### src/hw/rtl/skt_pkg.sv
// ---------------------------------------------------------------------------
// Sorted key table package
// Sizes, operation and status codes, and the stored entry type.
// ---------------------------------------------------------------------------
package skt_pkg;

  localparam int DEPTH     = 16;
  localparam int KEY_BITS  = 8;
  localparam int DATA_BITS = 32;
  localparam int IDX_W     = $clog2(DEPTH);
  localparam int CNT_W     = $clog2(DEPTH + 1);

  localparam logic [1:0] OP_INSERT = 2'd0;
  localparam logic [1:0] OP_REMOVE = 2'd1;
  localparam logic [1:0] OP_LOOKUP = 2'd2;
  localparam logic [1:0] OP_UPDATE = 2'd3;

  localparam logic [1:0] ST_OK      = 2'd0;
  localparam logic [1:0] ST_EMPTY   = 2'd1;
  localparam logic [1:0] ST_MISSING = 2'd2;
  localparam logic [1:0] ST_FULL    = 2'd3;

  typedef struct packed {
    logic [KEY_BITS-1:0]  key;
    logic [DATA_BITS-1:0] payload;
  } entry_t;

endpackage

### src/hw/rtl/sorted_key_table_top.sv
// ---------------------------------------------------------------------------
// Sorted key table
// Up to DEPTH key/payload entries kept in ascending key order in one
// synchronous memory, with insert, remove, lookup and update requests.
// ---------------------------------------------------------------------------
//
//  Channel | Ports                                            | Direction
//  --------+--------------------------------------------------+----------
//  request | in_valid, in_ready, in_operation, in_key,        | in
//          | in_payload                                       |
//  result  | out_valid, out_ready, out_status, out_found,     | out
//          | out_read_data, out_entry_count                   |
//
// A request is accepted, then the scan reads one entry per step, an insert
// adds a write step, and the result is then loaded. An insert visits at most
// DEPTH - 1 entries and the other requests at most DEPTH, as the memory has a
// single read port.
// Reset clears the entry count and the control state; the memory holds no
// reset value and is only read below the entry count.
// A stalled result holds the block in its response step; the next request
// is taken as soon as the previous result has been loaded.
module sorted_key_table_top (
  input  logic                          clk,
  input  logic                          rst_n,
  input  logic                          in_valid,
  output logic                          in_ready,
  input  logic [1:0]                    in_operation,
  input  logic [skt_pkg::KEY_BITS-1:0]  in_key,
  input  logic [skt_pkg::DATA_BITS-1:0] in_payload,
  output logic                          out_valid,
  input  logic                          out_ready,
  output logic [1:0]                    out_status,
  output logic                          out_found,
  output logic [skt_pkg::DATA_BITS-1:0] out_read_data,
  output logic [skt_pkg::CNT_W-1:0]     out_entry_count
);

  typedef enum logic [3:0] {
    S_IDLE = 4'b0001,
    S_SCAN = 4'b0010,
    S_PUT  = 4'b0100,
    S_RESP = 4'b1000
  } state_t;

  // Entry storage: one write and one registered read per cycle.
  skt_pkg::entry_t entry_mem [skt_pkg::DEPTH];
  skt_pkg::entry_t rd_entry_r;

  state_t                          state_r, state_nxt;
  logic [1:0]                      op_r, op_nxt;
  logic [skt_pkg::KEY_BITS-1:0]    key_r, key_nxt;
  logic [skt_pkg::DATA_BITS-1:0]   data_r, data_nxt;
  logic [skt_pkg::IDX_W-1:0]       idx_r, idx_nxt;
  logic [skt_pkg::IDX_W-1:0]       pos_r, pos_nxt;
  logic                            found_r, found_nxt;
  logic [skt_pkg::DATA_BITS-1:0]   read_r, read_nxt;
  logic [1:0]                      status_r, status_nxt;
  logic [skt_pkg::CNT_W-1:0]       count_r, count_nxt;

  logic                            out_valid_r, out_valid_nxt;
  logic [1:0]                      out_status_r, out_status_nxt;
  logic                            out_found_r, out_found_nxt;
  logic [skt_pkg::DATA_BITS-1:0]   out_read_r, out_read_nxt;
  logic [skt_pkg::CNT_W-1:0]       out_count_r, out_count_nxt;

  logic                            mem_we;
  logic [skt_pkg::IDX_W-1:0]       mem_wa;
  skt_pkg::entry_t                 mem_wd;
  logic [skt_pkg::IDX_W-1:0]       rd_addr;

  logic [skt_pkg::IDX_W-1:0]       last_idx;
  logic                            key_match;
  logic                            key_ge;
  logic                            is_last;
  logic                            out_free;

  assign in_ready = (state_r == S_IDLE);

  // Index of the last valid entry; only used when the table is not empty.
  assign last_idx  = skt_pkg::IDX_W'(count_r - skt_pkg::CNT_W'(1));
  assign key_match = (rd_entry_r.key == key_r);
  assign key_ge    = (rd_entry_r.key >= key_r);
  assign is_last   = (idx_r == last_idx);
  assign out_free  = !out_valid_r || out_ready;

  always_comb begin
    state_nxt      = state_r;
    op_nxt         = op_r;
    key_nxt        = key_r;
    data_nxt       = data_r;
    idx_nxt        = idx_r;
    pos_nxt        = pos_r;
    found_nxt      = found_r;
    read_nxt       = read_r;
    status_nxt     = status_r;
    count_nxt      = count_r;
    out_valid_nxt  = out_valid_r && !out_ready;
    out_status_nxt = out_status_r;
    out_found_nxt  = out_found_r;
    out_read_nxt   = out_read_r;
    out_count_nxt  = out_count_r;
    mem_we         = 1'b0;
    mem_wa         = idx_r;
    mem_wd         = rd_entry_r;
    rd_addr        = idx_r + skt_pkg::IDX_W'(1);

    case (state_r)
      S_IDLE: begin
        if (in_valid) begin
          op_nxt     = in_operation;
          key_nxt    = in_key;
          data_nxt   = in_payload;
          found_nxt  = 1'b0;
          read_nxt   = '0;
          status_nxt = skt_pkg::ST_OK;
          if (in_operation == skt_pkg::OP_INSERT) begin
            if (count_r == skt_pkg::CNT_W'(skt_pkg::DEPTH)) begin
              status_nxt = skt_pkg::ST_FULL;
              state_nxt  = S_RESP;
            end else if (count_r == '0) begin
              pos_nxt   = '0;
              state_nxt = S_PUT;
            end else begin
              // Inserts walk down from the tail, shifting each entry up whose key is not below the new one.
              idx_nxt   = last_idx;
              rd_addr   = last_idx;
              state_nxt = S_SCAN;
            end
          end else if (count_r == '0) begin
            status_nxt = skt_pkg::ST_EMPTY;
            state_nxt  = S_RESP;
          end else begin
            idx_nxt   = '0;
            rd_addr   = '0;
            state_nxt = S_SCAN;
          end
        end
      end

      S_SCAN: begin
        if (op_r == skt_pkg::OP_INSERT) begin
          rd_addr = idx_r - skt_pkg::IDX_W'(1);
          if (idx_r != '0) begin
            if (key_ge) begin
              mem_we  = 1'b1;
              mem_wa  = idx_r + skt_pkg::IDX_W'(1);
              idx_nxt = idx_r - skt_pkg::IDX_W'(1);
            end else begin
              pos_nxt   = idx_r + skt_pkg::IDX_W'(1);
              state_nxt = S_PUT;
            end
          end else begin
            // The head entry moves only if the new key is strictly below it.
            if (key_r < rd_entry_r.key) begin
              mem_we  = 1'b1;
              mem_wa  = skt_pkg::IDX_W'(1);
              pos_nxt = '0;
            end else begin
              pos_nxt = skt_pkg::IDX_W'(1);
            end
            state_nxt = S_PUT;
          end
        end else begin
          idx_nxt = idx_r + skt_pkg::IDX_W'(1);
          case (op_r)
            skt_pkg::OP_REMOVE: begin
              if (found_r) begin
                mem_we = 1'b1;
                mem_wa = idx_r - skt_pkg::IDX_W'(1);
              end else if (key_match) begin
                found_nxt = 1'b1;
              end
            end
            skt_pkg::OP_LOOKUP: begin
              if (key_match) begin
                found_nxt = 1'b1;
                read_nxt  = rd_entry_r.payload;
              end
            end
            default: begin
              if (key_match) begin
                found_nxt      = 1'b1;
                mem_we         = 1'b1;
                mem_wd.payload = data_r;
              end
            end
          endcase
          if (is_last) begin
            status_nxt = found_nxt ? skt_pkg::ST_OK : skt_pkg::ST_MISSING;
            if ((op_r == skt_pkg::OP_REMOVE) && found_nxt) begin
              count_nxt = count_r - skt_pkg::CNT_W'(1);
            end
            state_nxt = S_RESP;
          end
        end
      end

      S_PUT: begin
        mem_we         = 1'b1;
        mem_wa         = pos_r;
        mem_wd.key     = key_r;
        mem_wd.payload = data_r;
        count_nxt      = count_r + skt_pkg::CNT_W'(1);
        state_nxt      = S_RESP;
      end

      S_RESP: begin
        if (out_free) begin
          out_valid_nxt  = 1'b1;
          out_status_nxt = status_r;
          out_found_nxt  = found_r;
          out_read_nxt   = read_r;
          out_count_nxt  = count_r;
          state_nxt      = S_IDLE;
        end
      end

      default: begin
        state_nxt = S_IDLE;
      end
    endcase
  end

  always_ff @(posedge clk) begin
    if (mem_we) begin
      entry_mem[mem_wa] <= mem_wd;
    end
    rd_entry_r <= entry_mem[rd_addr];
  end

  always_ff @(posedge clk) begin
    if (!rst_n) begin
      state_r     <= S_IDLE;
      count_r     <= '0;
      out_valid_r <= 1'b0;
    end else begin
      state_r     <= state_nxt;
      count_r     <= count_nxt;
      out_valid_r <= out_valid_nxt;
    end
  end

  always_ff @(posedge clk) begin
    op_r         <= op_nxt;
    key_r        <= key_nxt;
    data_r       <= data_nxt;
    idx_r        <= idx_nxt;
    pos_r        <= pos_nxt;
    found_r      <= found_nxt;
    read_r       <= read_nxt;
    status_r     <= status_nxt;
    out_status_r <= out_status_nxt;
    out_found_r  <= out_found_nxt;
    out_read_r   <= out_read_nxt;
    out_count_r  <= out_count_nxt;
  end

  assign out_valid       = out_valid_r;
  assign out_status      = out_status_r;
  assign out_found       = out_found_r;
  assign out_read_data   = out_read_r;
  assign out_entry_count = out_count_r;

  // The entry count never exceeds the table depth.
  a_count_bound: assert property (@(posedge clk) disable iff (!rst_n)
    count_r <= skt_pkg::CNT_W'(skt_pkg::DEPTH))
    else $error("entry count above depth");

  // The memory is only written while scanning or placing a new entry.
  a_write_state: assert property (@(posedge clk) disable iff (!rst_n)
    mem_we |-> (state_r == S_SCAN || state_r == S_PUT))
    else $error("memory write outside scan or put");

  // An insert into a full table goes straight to the response with full status.
  a_full_refused: assert property (@(posedge clk) disable iff (!rst_n)
    (in_valid && in_ready && in_operation == skt_pkg::OP_INSERT &&
     count_r == skt_pkg::CNT_W'(skt_pkg::DEPTH))
    |=> (state_r == S_RESP && status_r == skt_pkg::ST_FULL))
    else $error("full insert not refused");

  // The count only moves at the end of a scan or at the insert write.
  a_count_change: assert property (@(posedge clk) disable iff (!rst_n)
    (count_r != $past(count_r)) |->
    ($past(state_r) == S_SCAN || $past(state_r) == S_PUT))
    else $error("entry count changed outside an operation");

endmodule
### config.mk
export PLATFORM = sky130hd
export DESIGN_NAME = sorted_key_table_top
export DESIGN_NICKNAME = d
export VERILOG_FILES = /design/src/hw/rtl/skt_pkg.sv /design/src/hw/rtl/sorted_key_table_top.sv
export SDC_FILE = /design/constraint.sdc
export NUM_CORES = 1
export LEC_CHECK = 0
export ABC_AREA = 1
export BUFFER_PORTS_ARGS = -buffer_cell sky130_fd_sc_hd__buf_2
export CELL_PAD_IN_SITES_DETAIL_PLACEMENT = 0
export CELL_PAD_IN_SITES_GLOBAL_PLACEMENT = 1
export CORE_MARGIN = 10
export CORE_UTILIZATION = 50
export CTS_CLUSTER_SIZE = 20
export DETAILED_ROUTE_END_ITERATION = 16
export GPL_ROUTABILITY_DRIVEN = 0
export MAX_ROUTING_LAYER = met4
export PLACE_DENSITY = 0.83
export REMOVE_ABC_BUFFERS = 1
export SLEW_MARGIN = 5
export SYNTH_ARGS = -nofsm -noshare
export SYNTH_HDL_FRONTEND = slang
export SYNTH_SLANG_ARGS = --single-unit
### constraint.sdc
create_clock -name clk -period 4.8 [get_ports clk]
set_input_delay 0.72 -clock clk [delete_from_list [all_inputs] [get_ports clk]]
set_output_delay 0.72 -clock clk [all_outputs]
set_load 0.02 [all_outputs]
==> summary.json, run 1 <==
{
  "tritoncts_clock_tree": {"value": "built"},
  "ys_warn_count": {"value": 0},
  "critical_path.max_fanout": {"value": 20},
  "worst-setup-path-type": {"value": "reg -> reg"},
  "fin_skew": {"value": 0.0230, "unit": "ns"},
  "fmax": {"value": 256, "unit": "MHz"},
  "ir_worst_vdd": {"value": 0.000251, "unit": "V"},
  "fillCellCount": {"value": 5445},
  "maxCapViolations": {"value": 0},
  "yosys-top-cells-area": {"value": "sky130_fd_sc_hd__edfxtp_1, sky130_fd_sc_hd__nand2_1, sky130_fd_sc_hd__nand3_1"},
  "worst_setup_hold_path_clk_slew": {"value": 0.06, "unit": "ns"},
  "fin_nets": {"value": 3169},
  "coreArea": {"value": 66900, "unit": "sq um"},
  "cts_inserted_buffers": {"value": 86},
  "clock_tree.buffer_depth": {"value": 3},
  "final_min_period_over_clock_period": {"value": 0.815},
  "post-synth-top-count-cell": {"value": "sky130_fd_sc_hd__nand2_1"},
  "dpl.cell_count": {"value": 3892},
  "row_count": {"value": 95},
  "clock_latency": {"value": 0.64, "unit": "ns"},
  "design.portCount": {"value": 88},
  "netlist.area_leader.share": {"value": 0.683},
  "finalSetupViolCount": {"value": 0},
  "post_cts_resize_count": {"value": 0},
  "critical_path.endpoint_type": {"value": "flip-flop"},
  "power.total": {"value": 16.7, "unit": "mW"},
  "initial_antenna_violation_count": {"value": 0},
  "avgRoutedWirePerCell": {"value": 20.5, "unit": "um"},
  "leakage": {"value": 15.1, "unit": "nW"},
  "die-area": {"value": 78100, "unit": "sq um"},
  "number_of_flops_mapped_to_enable_cells_by_yosys": {"value": 765},
  "grt_util_all_layers": {"value": 0.216},
  "crit-reg2reg-launch": {"value": "idx_r[0]"},
  "crit_arrival": {"value": 4.23, "unit": "ns"},
  "top_cell_by_count_worst_path": {"value": "sky130_fd_sc_hd__nand2_1"},
  "post_synthesis_instance_area": {"value": 33700, "unit": "sq um"},
  "area.growth.synth_to_final": {"value": 12.8, "unit": "%"},
  "seqCellArea": {"value": 24000, "unit": "sq um"},
  "critPathMaxStageDelay": {"value": 0.83, "unit": "ns"},
  "hold_viol": {"value": 0},
  "grt_setup_unrepaired": {"value": "false"},
  "start_kind": {"value": "flip-flop"},
  "clock_sinks": {"value": 815},
  "cts.root.buffer_cell": {"value": "sky130_fd_sc_hd__clkbuf_16"},
  "hpwlAfterDp": {"value": 43300, "unit": "um"},
  "via_count": {"value": 21879},
  "power.density_cell_area": {"value": 439, "unit": "nW/um^2"},
  "diodes": {"value": 0},
  "vias_cell": {"value": 5.40},
  "yosysSeqAreaShare": {"value": 0.712},
  "globalRouteOverflowTotal": {"value": 0},
  "dp_worst_setup_slack": {"value": 0.877, "unit": "ns"},
  "detail_route.drc_violations": {"value": 0},
  "status": {"value": "finished, final reports clean"},
  "syn_area_per_cell": {"value": 11.2, "unit": "sq um"},
  "die_height": {"value": 279, "unit": "um"},
  "holdCritPathClass": {"value": "in -> reg"},
  "timing.critical_path.cells": {"value": "inv_1, ha_1, nand2_1, nor2_1, inv_1, nand2_1, nor2_2, nand4_1, nand3_1, nor2_1, nand2_1, nor2_4, buf_4"},
  "multiInputGateArea": {"value": 8170, "unit": "sq um"},
  "wire_length_of_the_first_global_routing_pass": {"value": 126000, "unit": "um"},
  "initial_utilization": {"value": 0.503},
  "holdBufCountCts": {"value": 0},
  "syn-instance-count": {"value": 3014},
  "max_slew_margin": {"value": 0.176},
  "drt-total-wl": {"value": 82900, "unit": "um"},
  "synthArstFlopShare": {"value": 0},
  "synth-seq-cells": {"value": 815},
  "yosys-top-cells-count": {"value": "sky130_fd_sc_hd__nand2_1, sky130_fd_sc_hd__edfxtp_1, sky130_fd_sc_hd__nand3_1"},
  "finalMaxSlewViolations": {"value": 0},
  "worst_path_required": {"value": 5.11, "unit": "ns"},
  "timing.critical_path.from": {"value": "idx_r[0]"},
  "setup_tns": {"value": 0, "unit": "ns"},
  "synth_cell_types": {"value": 39},
  "synth_top_area_cell": {"value": "sky130_fd_sc_hd__edfxtp_1"},
  "timing.hold.worst.start": {"value": "in_payload[11]"},
  "drive_gt1_frac": {"value": 0.104},
  "finalNonFillerCells": {"value": 4054},
  "detail_route.first_pass.iterations": {"value": 5},
  "max_slew.worst_pin.slew": {"value": 1.24, "unit": "ns"},
  "worst_slack": {"value": 0.888, "unit": "ns"},
  "timing.hold.ws": {"value": 0.252, "unit": "ns"},
  "synth_top_flop_cell": {"value": "sky130_fd_sc_hd__edfxtp_1"},
  "count_of_buffers_from_port_buffering": {"value": 87},
  "postRouteAntennaNets": {"value": 0},
  "shortest_period_the_worst_path_allows": {"value": 3.91, "unit": "ns"},
  "slowest_stage": {"value": "sky130_fd_sc_hd__nor2_4"},
  "via_count_of_the_first_global_routing_pass": {"value": 21304},
  "postCtsSetupRepairBufs": {"value": 0},
  "initialDrtViolationCount": {"value": 1861},
  "cts-htree-levels": {"value": 3},
  "grt_max_degree": {"value": 204},
  "dieWidth": {"value": 279, "unit": "um"}
}
## path summary, 6_finish.rpt
check | endpoint | slack (ns) | depth (start not counted)
setup reg to reg | entry_mem[4][5] | 0.89 | 13
setup / recovery | entry_mem[4][5] | 0.89 | 13
hold / removal | data_r[11] | 0.25 | 1
hold reg to reg | out_read_data[14] | 0.42 | 0
## power breakdown
part | switching, mW | leakage, nW | internal, mW
sequential | 0.0713 | 7.37 | 8.31
clock | 2.74 | 1.38 | 3.86
combinational | 1.26 | 6.31 | 0.415
total | 4.08 | 15.1 | 12.6
## layer usage
metal / routed length (um) / vias up / part of all wire / GRT usage
met5: 0 / - / 0 / -
met4: 2410 / 0 / 0.029 / 0.0784
met3: 5870 / 147 / 0.071 / 0.0333
met2: 41600 / 840 / 0.50 / 0.363
met1: 33000 / 10583 / 0.40 / 0.264
li1: - / 10309 / - / -
## metrics by stage
| stage | cell area [sq um] | utilization |
|---|---|---|
| 2_1_floorplan | 32700 | - |
| 3_3_place_gp | 35100 | 0.525 |
| 3_5_place_dp | 35100 | 0.525 |
| 4_1_cts | 38000 | 0.567 |
| 5_1_grt | 38000 | 0.567 |
| 6_report | 38000 | 0.567 |
## cell type report
cell class,instances,area share
well taps,873,0.0288
multi-input cells,1839,0.215
repair buffers,157,0.0296
clock buffers,119,0.0623
clock inverters,43,0.0120
inverters,208,0.0208
flip-flops and latches,815,0.631
## worst max-delay path: cells and delay by family, from the launching register on
kind                       cells  cell delay [ns]
buffers and inverters          3             0.81
DFF                            1             0.55
adders and majority gates      1             0.24
and+or+nand+nor                9             1.97
## flip-flops by register name, summed over array words and instances, names as in the netlist, 5 cells and up
name / flops
count_r: 5
data_r: 32
entry_mem: 640
key_r: 8
out_entry_count: 5
out_read_data: 32
rd_entry_r: 40
read_r: 32
## cells by family after synthesis
family,Yosys count,synth area share
XOR/XNOR,13,0.00338
adder cells (fa/ha/maj),16,0.00595
buffers and inverters,360,0.0505
AO/OA/AOI/OAI,83,0.0133
flip-flops,815,0.712
AND/OR/NAND/NOR,1727,0.215
## cells in the final DEF, fill, tap and decap left out, types with 18 or more instances in the layout
master / netlist / layout
sky130_fd_sc_hd__clkbuf_1: 38 / 25
sky130_fd_sc_hd__nor2_4: 2 / 19
sky130_fd_sc_hd__o21ai_1: 2 / 19
sky130_fd_sc_hd__clkinv_2: 0 / 18
sky130_fd_sc_hd__nand3b_1: 40 / 40
sky130_fd_sc_hd__clkbuf_16: 0 / 87
sky130_fd_sc_hd__nand2_1: 1197 / 1197
sky130_fd_sc_hd__nand3_1: 384 / 384
sky130_fd_sc_hd__edfxtp_1: 765 / 765
sky130_fd_sc_hd__dfxtp_1: 50 / 50
sky130_fd_sc_hd__buf_2: 61 / 87
sky130_fd_sc_hd__nor2_1: 77 / 61
sky130_fd_sc_hd__o21ai_0: 51 / 34
sky130_fd_sc_hd__buf_4: 19 / 57
sky130_fd_sc_hd__inv_1: 201 / 200
Power figures use the tool's default switching activity.
==> run 2, diff against run 1 <==
Clock period 4.8 ns to 4 ns, I/O delays scaled along.
==> summary.json, run 2 (synthesized netlist as in run 1, its figures left out) <==
{
  "clock_sinks": {"value": 815},
  "worst-setup-path-type": {"value": "reg -> reg"},
  "critical_path.n_buffers_inverters": {"value": 3},
  "power.density_cell_area": {"value": 526, "unit": "nW/um^2"},
  "row_count": {"value": 95},
  "dr_wl_met3": {"value": 6080, "unit": "um"},
  "initial_utilization": {"value": 0.503},
  "drt-met1-wl": {"value": 33400, "unit": "um"},
  "holdCritPathClass": {"value": "in -> reg"},
  "power.total": {"value": 20.1, "unit": "mW"},
  "die-area": {"value": 78100, "unit": "sq um"},
  "finalSetupViolCount": {"value": 0},
  "avgRoutedWirePerCell": {"value": 20.2, "unit": "um"},
  "tritoncts_clock_tree": {"value": "built"},
  "critical-path-top-delay-family": {"value": "simple AND/OR/NAND/NOR gates"},
  "initialDrtViolationCount": {"value": 2106},
  "area.growth.synth_to_final": {"value": 13.6, "unit": "%"},
  "die_height": {"value": 279, "unit": "um"},
  "drt-total-wl": {"value": 82200, "unit": "um"},
  "detail_route.first_pass.iterations": {"value": 5},
  "detail_route.drc_violations": {"value": 0},
  "critical_path.endpoint_type": {"value": "flip-flop"},
  "timing.hold.ws": {"value": 0.138, "unit": "ns"},
  "grt_util_all_layers": {"value": 0.215},
  "wire_length_of_the_first_global_routing_pass": {"value": 126000, "unit": "um"},
  "initial_antenna_violation_count": {"value": 0},
  "design.portCount": {"value": 88},
  "clock_latency": {"value": 0.63, "unit": "ns"},
  "top_cell_by_count_worst_path": {"value": "sky130_fd_sc_hd__nand2_1"},
  "fin_util": {"value": 0.571},
  "top_signal_layer_used": {"value": "met4"},
  "ir_worst_vdd": {"value": 0.000318, "unit": "V"},
  "status": {"value": "finished, final reports clean"},
  "diodes": {"value": 0},
  "biggestRegsByFlops": {"value": "entry_mem x640, rd_entry_r x40"},
  "met2RoutedLength": {"value": 40400, "unit": "um"},
  "max_slew_margin": {"value": 0.274},
  "post_cts_resize_count": {"value": 0},
  "postRouteAntennaNets": {"value": 0},
  "via_count": {"value": 21840},
  "critPathMaxStageDelay": {"value": 0.53, "unit": "ns"},
  "grt_setup_unrepaired": {"value": "false"},
  "holdBufCountCts": {"value": 0},
  "clock_tree.buffer_depth": {"value": 3},
  "worst_setup_hold_path_clk_slew": {"value": 0.06, "unit": "ns"},
  "cts.root.buffer_cell": {"value": "sky130_fd_sc_hd__clkbuf_16"},
  "cts-htree-levels": {"value": 3},
  "postCtsSetupRepairBufs": {"value": 0},
  "dieWidth": {"value": 279, "unit": "um"},
  "shortest_period_the_worst_path_allows": {"value": 3.33, "unit": "ns"},
  "final_min_period_over_clock_period": {"value": 0.832},
  "dpl.cell_count": {"value": 3909},
  "mostFrequentLayoutCell": {"value": "sky130_fd_sc_hd__nand2_1"},
  "drive_gt1_frac": {"value": 0.107},
  "critical_path.max_fanout": {"value": 27},
  "crit_arrival": {"value": 3.59, "unit": "ns"},
  "fin_nets": {"value": 3184},
  "leakage": {"value": 15.2, "unit": "nW"},
  "coreArea": {"value": 66900, "unit": "sq um"},
  "timing.critical_path.from": {"value": "idx_r[0]"},
  "finalMaxSlewViolations": {"value": 0},
  "crit-reg2reg-launch": {"value": "idx_r[0]"},
  "hold_viol": {"value": 0},
  "maxCapViolations": {"value": 0},
  "hpwlAfterDp": {"value": 43700, "unit": "um"},
  "slowest_stage": {"value": "sky130_fd_sc_hd__edfxtp_1"},
  "worst_path_required": {"value": 4.26, "unit": "ns"},
  "fin_skew": {"value": 0.0186, "unit": "ns"},
  "largest_register_ff_count": {"value": 640},
  "grt_max_degree": {"value": 137},
  "fmax": {"value": 301, "unit": "MHz"},
  "via_count_of_the_first_global_routing_pass": {"value": 21291},
  "count_of_buffers_from_port_buffering": {"value": 87},
  "finalNonFillerCells": {"value": 4066},
  "cts_inserted_buffers": {"value": 84},
  "vias_cell": {"value": 5.37},
  "timing.hold.worst.start": {"value": "in_payload[20]"},
  "layout.cells.most_common_list": {"value": "sky130_fd_sc_hd__nand2_1, sky130_fd_sc_hd__edfxtp_1, sky130_fd_sc_hd__nand3_1"},
  "timing.critical_path.cells": {"value": "inv_1, ha_1, nand2_1, nor2_1, inv_1, nand2_1, nor2_2, nand4_1, nand3_1, nor2_1, nand2_1, nor2_4, buf_4"},
  "max_slew.worst_pin.slew": {"value": 1.08, "unit": "ns"},
  "start_kind": {"value": "flip-flop"},
  "globalRouteOverflowTotal": {"value": 0},
  "regMostFlops": {"value": "entry_mem"}
}
[run 2: cell types whose count changed in the layout (fill, tap and decap cells not counted)]
cell	change
sky130_fd_sc_hd__inv_6	-1
sky130_fd_sc_hd__clkbuf_8	-7
sky130_fd_sc_hd__clkinv_2	-5
sky130_fd_sc_hd__clkbuf_16	-3
sky130_fd_sc_hd__bufinv_16	+6
sky130_fd_sc_hd__o21ai_1	-13
sky130_fd_sc_hd__clkinv_4	-1
sky130_fd_sc_hd__clkinv_1	+10
sky130_fd_sc_hd__buf_12	+10
sky130_fd_sc_hd__o21ai_0	+13
sky130_fd_sc_hd__clkbuf_1	-7
sky130_fd_sc_hd__clkinv_8	+1
sky130_fd_sc_hd__clkinvlp_4	+2
sky130_fd_sc_hd__buf_4	+7
[run 2: area by class of cell]
class / instances / area [sq um]
timing repair buffer: 174 / 1380
fill: 5410 / 28700
sequential: 815 / 24000
clock buffer: 102 / 2170
clock inverter: 55 / 662
inverter: 208 / 788
tap: 873 / 1090
multi-input combinational: 1839 / 8170
[run 2: final timing paths]
check	end	slack (ns)	cells past startpoint
max	entry_mem[4][26]	0.67	13
min	data_r[20]	0.14	1
max reg2reg	entry_mem[4][26]	0.67	13
min reg2reg	out_read_data[21]	0.42	0
[run 2: power by group]
group | leakage (nW) | switching [mW] | internal [mW]
sequential | 7.37 | 0.0857 | 9.96
clock | 1.37 | 3.25 | 4.74
combinational | 6.43 | 1.54 | 0.535
[run 2: metrics by stage]
stage / setup TNS (ns) / setup WS (ns) / area, sq um
after floorplan: -259.99 / -4.51 / 32700
after global placement: 0 / 0.787 / 35400
after detailed placement: 0 / 0.734 / 35400
after CTS: 0 / 0.727 / 38200
after global routing: 0 / 0.380 / 38200
final: 0 / 0.673 / 38200
[run 2: worst register-to-register path, stage by stage, from the launching register on]
cell,delay [ns]
sky130_fd_sc_hd__edfxtp_1,0.53
sky130_fd_sc_hd__inv_1,0.27
sky130_fd_sc_hd__ha_1,0.23
sky130_fd_sc_hd__nand2_1,0.06
sky130_fd_sc_hd__nor2_1,0.22
sky130_fd_sc_hd__inv_1,0.11
sky130_fd_sc_hd__nand2_1,0.18
sky130_fd_sc_hd__nor2_2,0.08
sky130_fd_sc_hd__nand4_1,0.09
sky130_fd_sc_hd__nand3_1,0.12
sky130_fd_sc_hd__nor2_1,0.17
sky130_fd_sc_hd__nand2_1,0.25
sky130_fd_sc_hd__nor2_4,0.18
sky130_fd_sc_hd__buf_4,0.43
[run 2: metal layers]
metal	GRT usage	vias to the layer above
li1	-	10342
met1	0.268	10550
met2	0.356	823
met3	0.0337	125
met4	0.0737	0
met5	-	-
==> run 3, diff against run 2 <==
Clock period 4 ns to 3.4 ns, I/O delays scaled along.
==> summary.json, run 3 (synthesized netlist as in run 1, its figures left out) <==
{
  "vias_cell": {"value": 5.44},
  "max_slew.worst_pin.slew": {"value": 1.18, "unit": "ns"},
  "critical_path.max_fanout": {"value": 23},
  "critical_path.endpoint_type": {"value": "flip-flop"},
  "swShare": {"value": 0.244},
  "postCtsSetupRepairBufs": {"value": 0},
  "fillCellCount": {"value": 5423},
  "hold_viol": {"value": 0},
  "count_of_buffers_from_port_buffering": {"value": 87},
  "drt-total-wl": {"value": 83800, "unit": "um"},
  "critical-path-top-delay-family": {"value": "simple AND/OR/NAND/NOR gates"},
  "combinational_cell_fraction_of_total_power": {"value": 0.107},
  "initialDrtViolationCount": {"value": 2318},
  "ir_worst_vdd": {"value": 0.000333, "unit": "V"},
  "status": {"value": "finished, final reports clean"},
  "finalSetupViolCount": {"value": 0},
  "layout.cells.most_common_list": {"value": "sky130_fd_sc_hd__nand2_1, sky130_fd_sc_hd__edfxtp_1, sky130_fd_sc_hd__nand3_1"},
  "grt_max_degree": {"value": 92},
  "holdCritPathClass": {"value": "in -> reg"},
  "dieWidth": {"value": 279, "unit": "um"},
  "grt_setup_unrepaired": {"value": "false"},
  "final_min_period_over_clock_period": {"value": 0.930},
  "power.density_cell_area": {"value": 608, "unit": "nW/um^2"},
  "cell_internal_pwr": {"value": 17.6, "unit": "mW"},
  "mostFrequentLayoutCell": {"value": "sky130_fd_sc_hd__nand2_1"},
  "fin_nets": {"value": 3209},
  "regMostFlops": {"value": "entry_mem"},
  "top_cell_by_count_worst_path": {"value": "sky130_fd_sc_hd__nand2_1"},
  "finalMaxSlewViolations": {"value": 0},
  "row_count": {"value": 95},
  "finalNonFillerCells": {"value": 4089},
  "fin_skew": {"value": 0.0214, "unit": "ns"},
  "diodes": {"value": 0},
  "max_slew_margin": {"value": 0.215},
  "timing.hold.ws": {"value": 0.0485, "unit": "ns"},
  "worst-setup-path-type": {"value": "reg -> reg"},
  "wire_length_of_the_first_global_routing_pass": {"value": 128000, "unit": "um"},
  "holdBufCountCts": {"value": 0},
  "initial_antenna_violation_count": {"value": 0},
  "largest_register_ff_count": {"value": 640},
  "critical_path.n_buffers_inverters": {"value": 1},
  "crit_arrival": {"value": 3.43, "unit": "ns"},
  "die_height": {"value": 279, "unit": "um"},
  "p_switching": {"value": 5.70, "unit": "mW"},
  "leakage": {"value": 15.3, "unit": "nW"},
  "start_kind": {"value": "flip-flop"},
  "shortest_period_the_worst_path_allows": {"value": 3.16, "unit": "ns"},
  "cts_inserted_buffers": {"value": 83},
  "share_clk_of_total_power": {"value": 0.386},
  "clock_sinks": {"value": 815},
  "cts.root.buffer_cell": {"value": "sky130_fd_sc_hd__clkbuf_16"},
  "coreArea": {"value": 66900, "unit": "sq um"},
  "slowest_stage": {"value": "sky130_fd_sc_hd__buf_4"},
  "cts-htree-levels": {"value": 3},
  "worst_path_required": {"value": 3.67, "unit": "ns"},
  "detail_route.first_pass.iterations": {"value": 6},
  "globalRouteOverflowTotal": {"value": 0},
  "biggestRegsByFlops": {"value": "entry_mem x640, rd_entry_r x40"},
  "worst_setup_hold_path_clk_slew": {"value": 0.06, "unit": "ns"},
  "detail_route.drc_violations": {"value": 0},
  "avgRoutedWirePerCell": {"value": 20.5, "unit": "um"},
  "initial_utilization": {"value": 0.503},
  "critPathMaxStageDelay": {"value": 0.41, "unit": "ns"},
  "fmax": {"value": 316, "unit": "MHz"},
  "postRouteAntennaNets": {"value": 0},
  "area.growth.synth_to_final": {"value": 14.1, "unit": "%"},
  "die-area": {"value": 78100, "unit": "sq um"},
  "design.portCount": {"value": 88},
  "maxCapViolations": {"value": 0},
  "tritoncts_clock_tree": {"value": "built"},
  "drive_gt1_frac": {"value": 0.112},
  "timing.critical_path.cells": {"value": "ha_1, nand2_1, nor2_1, nand2_1, o21ai_0, nand2_1, nand3_1, nand2_1, nor2_1, nand2_1, nor2_4, buf_4"},
  "p_seq_frac": {"value": 0.507},
  "post_cts_resize_count": {"value": 0},
  "via_count_of_the_first_global_routing_pass": {"value": 21556},
  "via_count": {"value": 22224},
  "clock_tree.buffer_depth": {"value": 3},
  "dpl.cell_count": {"value": 3935},
  "clock_latency": {"value": 0.64, "unit": "ns"},
  "grt_util_all_layers": {"value": 0.219},
  "hpwlAfterDp": {"value": 47900, "unit": "um"}
}
==> run 3: final cells by class <==
| type | count | area, sq um | area share |
|---|---|---|---|
| clock buffers | 117 | 2340 | 0.0609 |
| clock inverters | 37 | 359 | 0.00935 |
| inverters | 208 | 788 | 0.0205 |
| multi-input cells | 1839 | 8170 | 0.213 |
| flip-flops and latches | 815 | 24000 | 0.624 |
| well taps | 873 | 1090 | 0.0285 |
| repair buffers | 200 | 1670 | 0.0435 |
==> run 3: worst paths after layout <==
| check | from | end | slack [ns] | cells past startpoint |
|---|---|---|---|---|
| min reg2reg | read_r[14] | out_read_data[14] | 0.41 | 0 |
| min | in_payload[26] | data_r[26] | 0.05 | 1 |
| max reg2reg | key_r[7] | entry_mem[13][12] | 0.24 | 12 |
| max | key_r[7] | entry_mem[13][12] | 0.24 | 12 |
==> run 3: per-stage QoR <==
step	cell area [sq um]	worst slack [ns]	util	setup TNS, ns	power [mW]
2_1_floorplan	32700	-5.11	-	-683.94	13.4
3_3_place_gp	35700	0.307	0.533	0	14.5
3_5_place_dp	35700	0.294	0.533	0	14.6
4_1_cts	38400	0.259	0.574	0	23.5
5_1_grt	38400	0.0446	0.574	0	24.2
6_report	38400	0.238	0.574	0	23.3
==> run 3: metal layers <==
| metal | part of all wire | routed length [um] | vias to the layer above | global-route usage |
|---|---|---|---|---|
| li1 | - | - | 10392 | - |
| met1 | 0.41 | 34400 | 10772 | 0.282 |
| met5 | 0 | 0 | - | - |
| met3 | 0.076 | 6360 | 130 | 0.0305 |
| met2 | 0.49 | 41400 | 930 | 0.360 |
| met4 | 0.019 | 1630 | 0 | 0.0606 |
==> run 3: power groups by stage <==
stage	clock (mW)	sequential, mW	combinational (mW)
2_1_floorplan	0	12.1	1.37
3_3_place_gp	0	12.0	2.46
3_5_place_dp	0	12.0	2.51
4_1_cts	9.12	11.8	2.52
5_1_grt	9.56	11.8	2.76
6_report	9.01	11.8	2.51
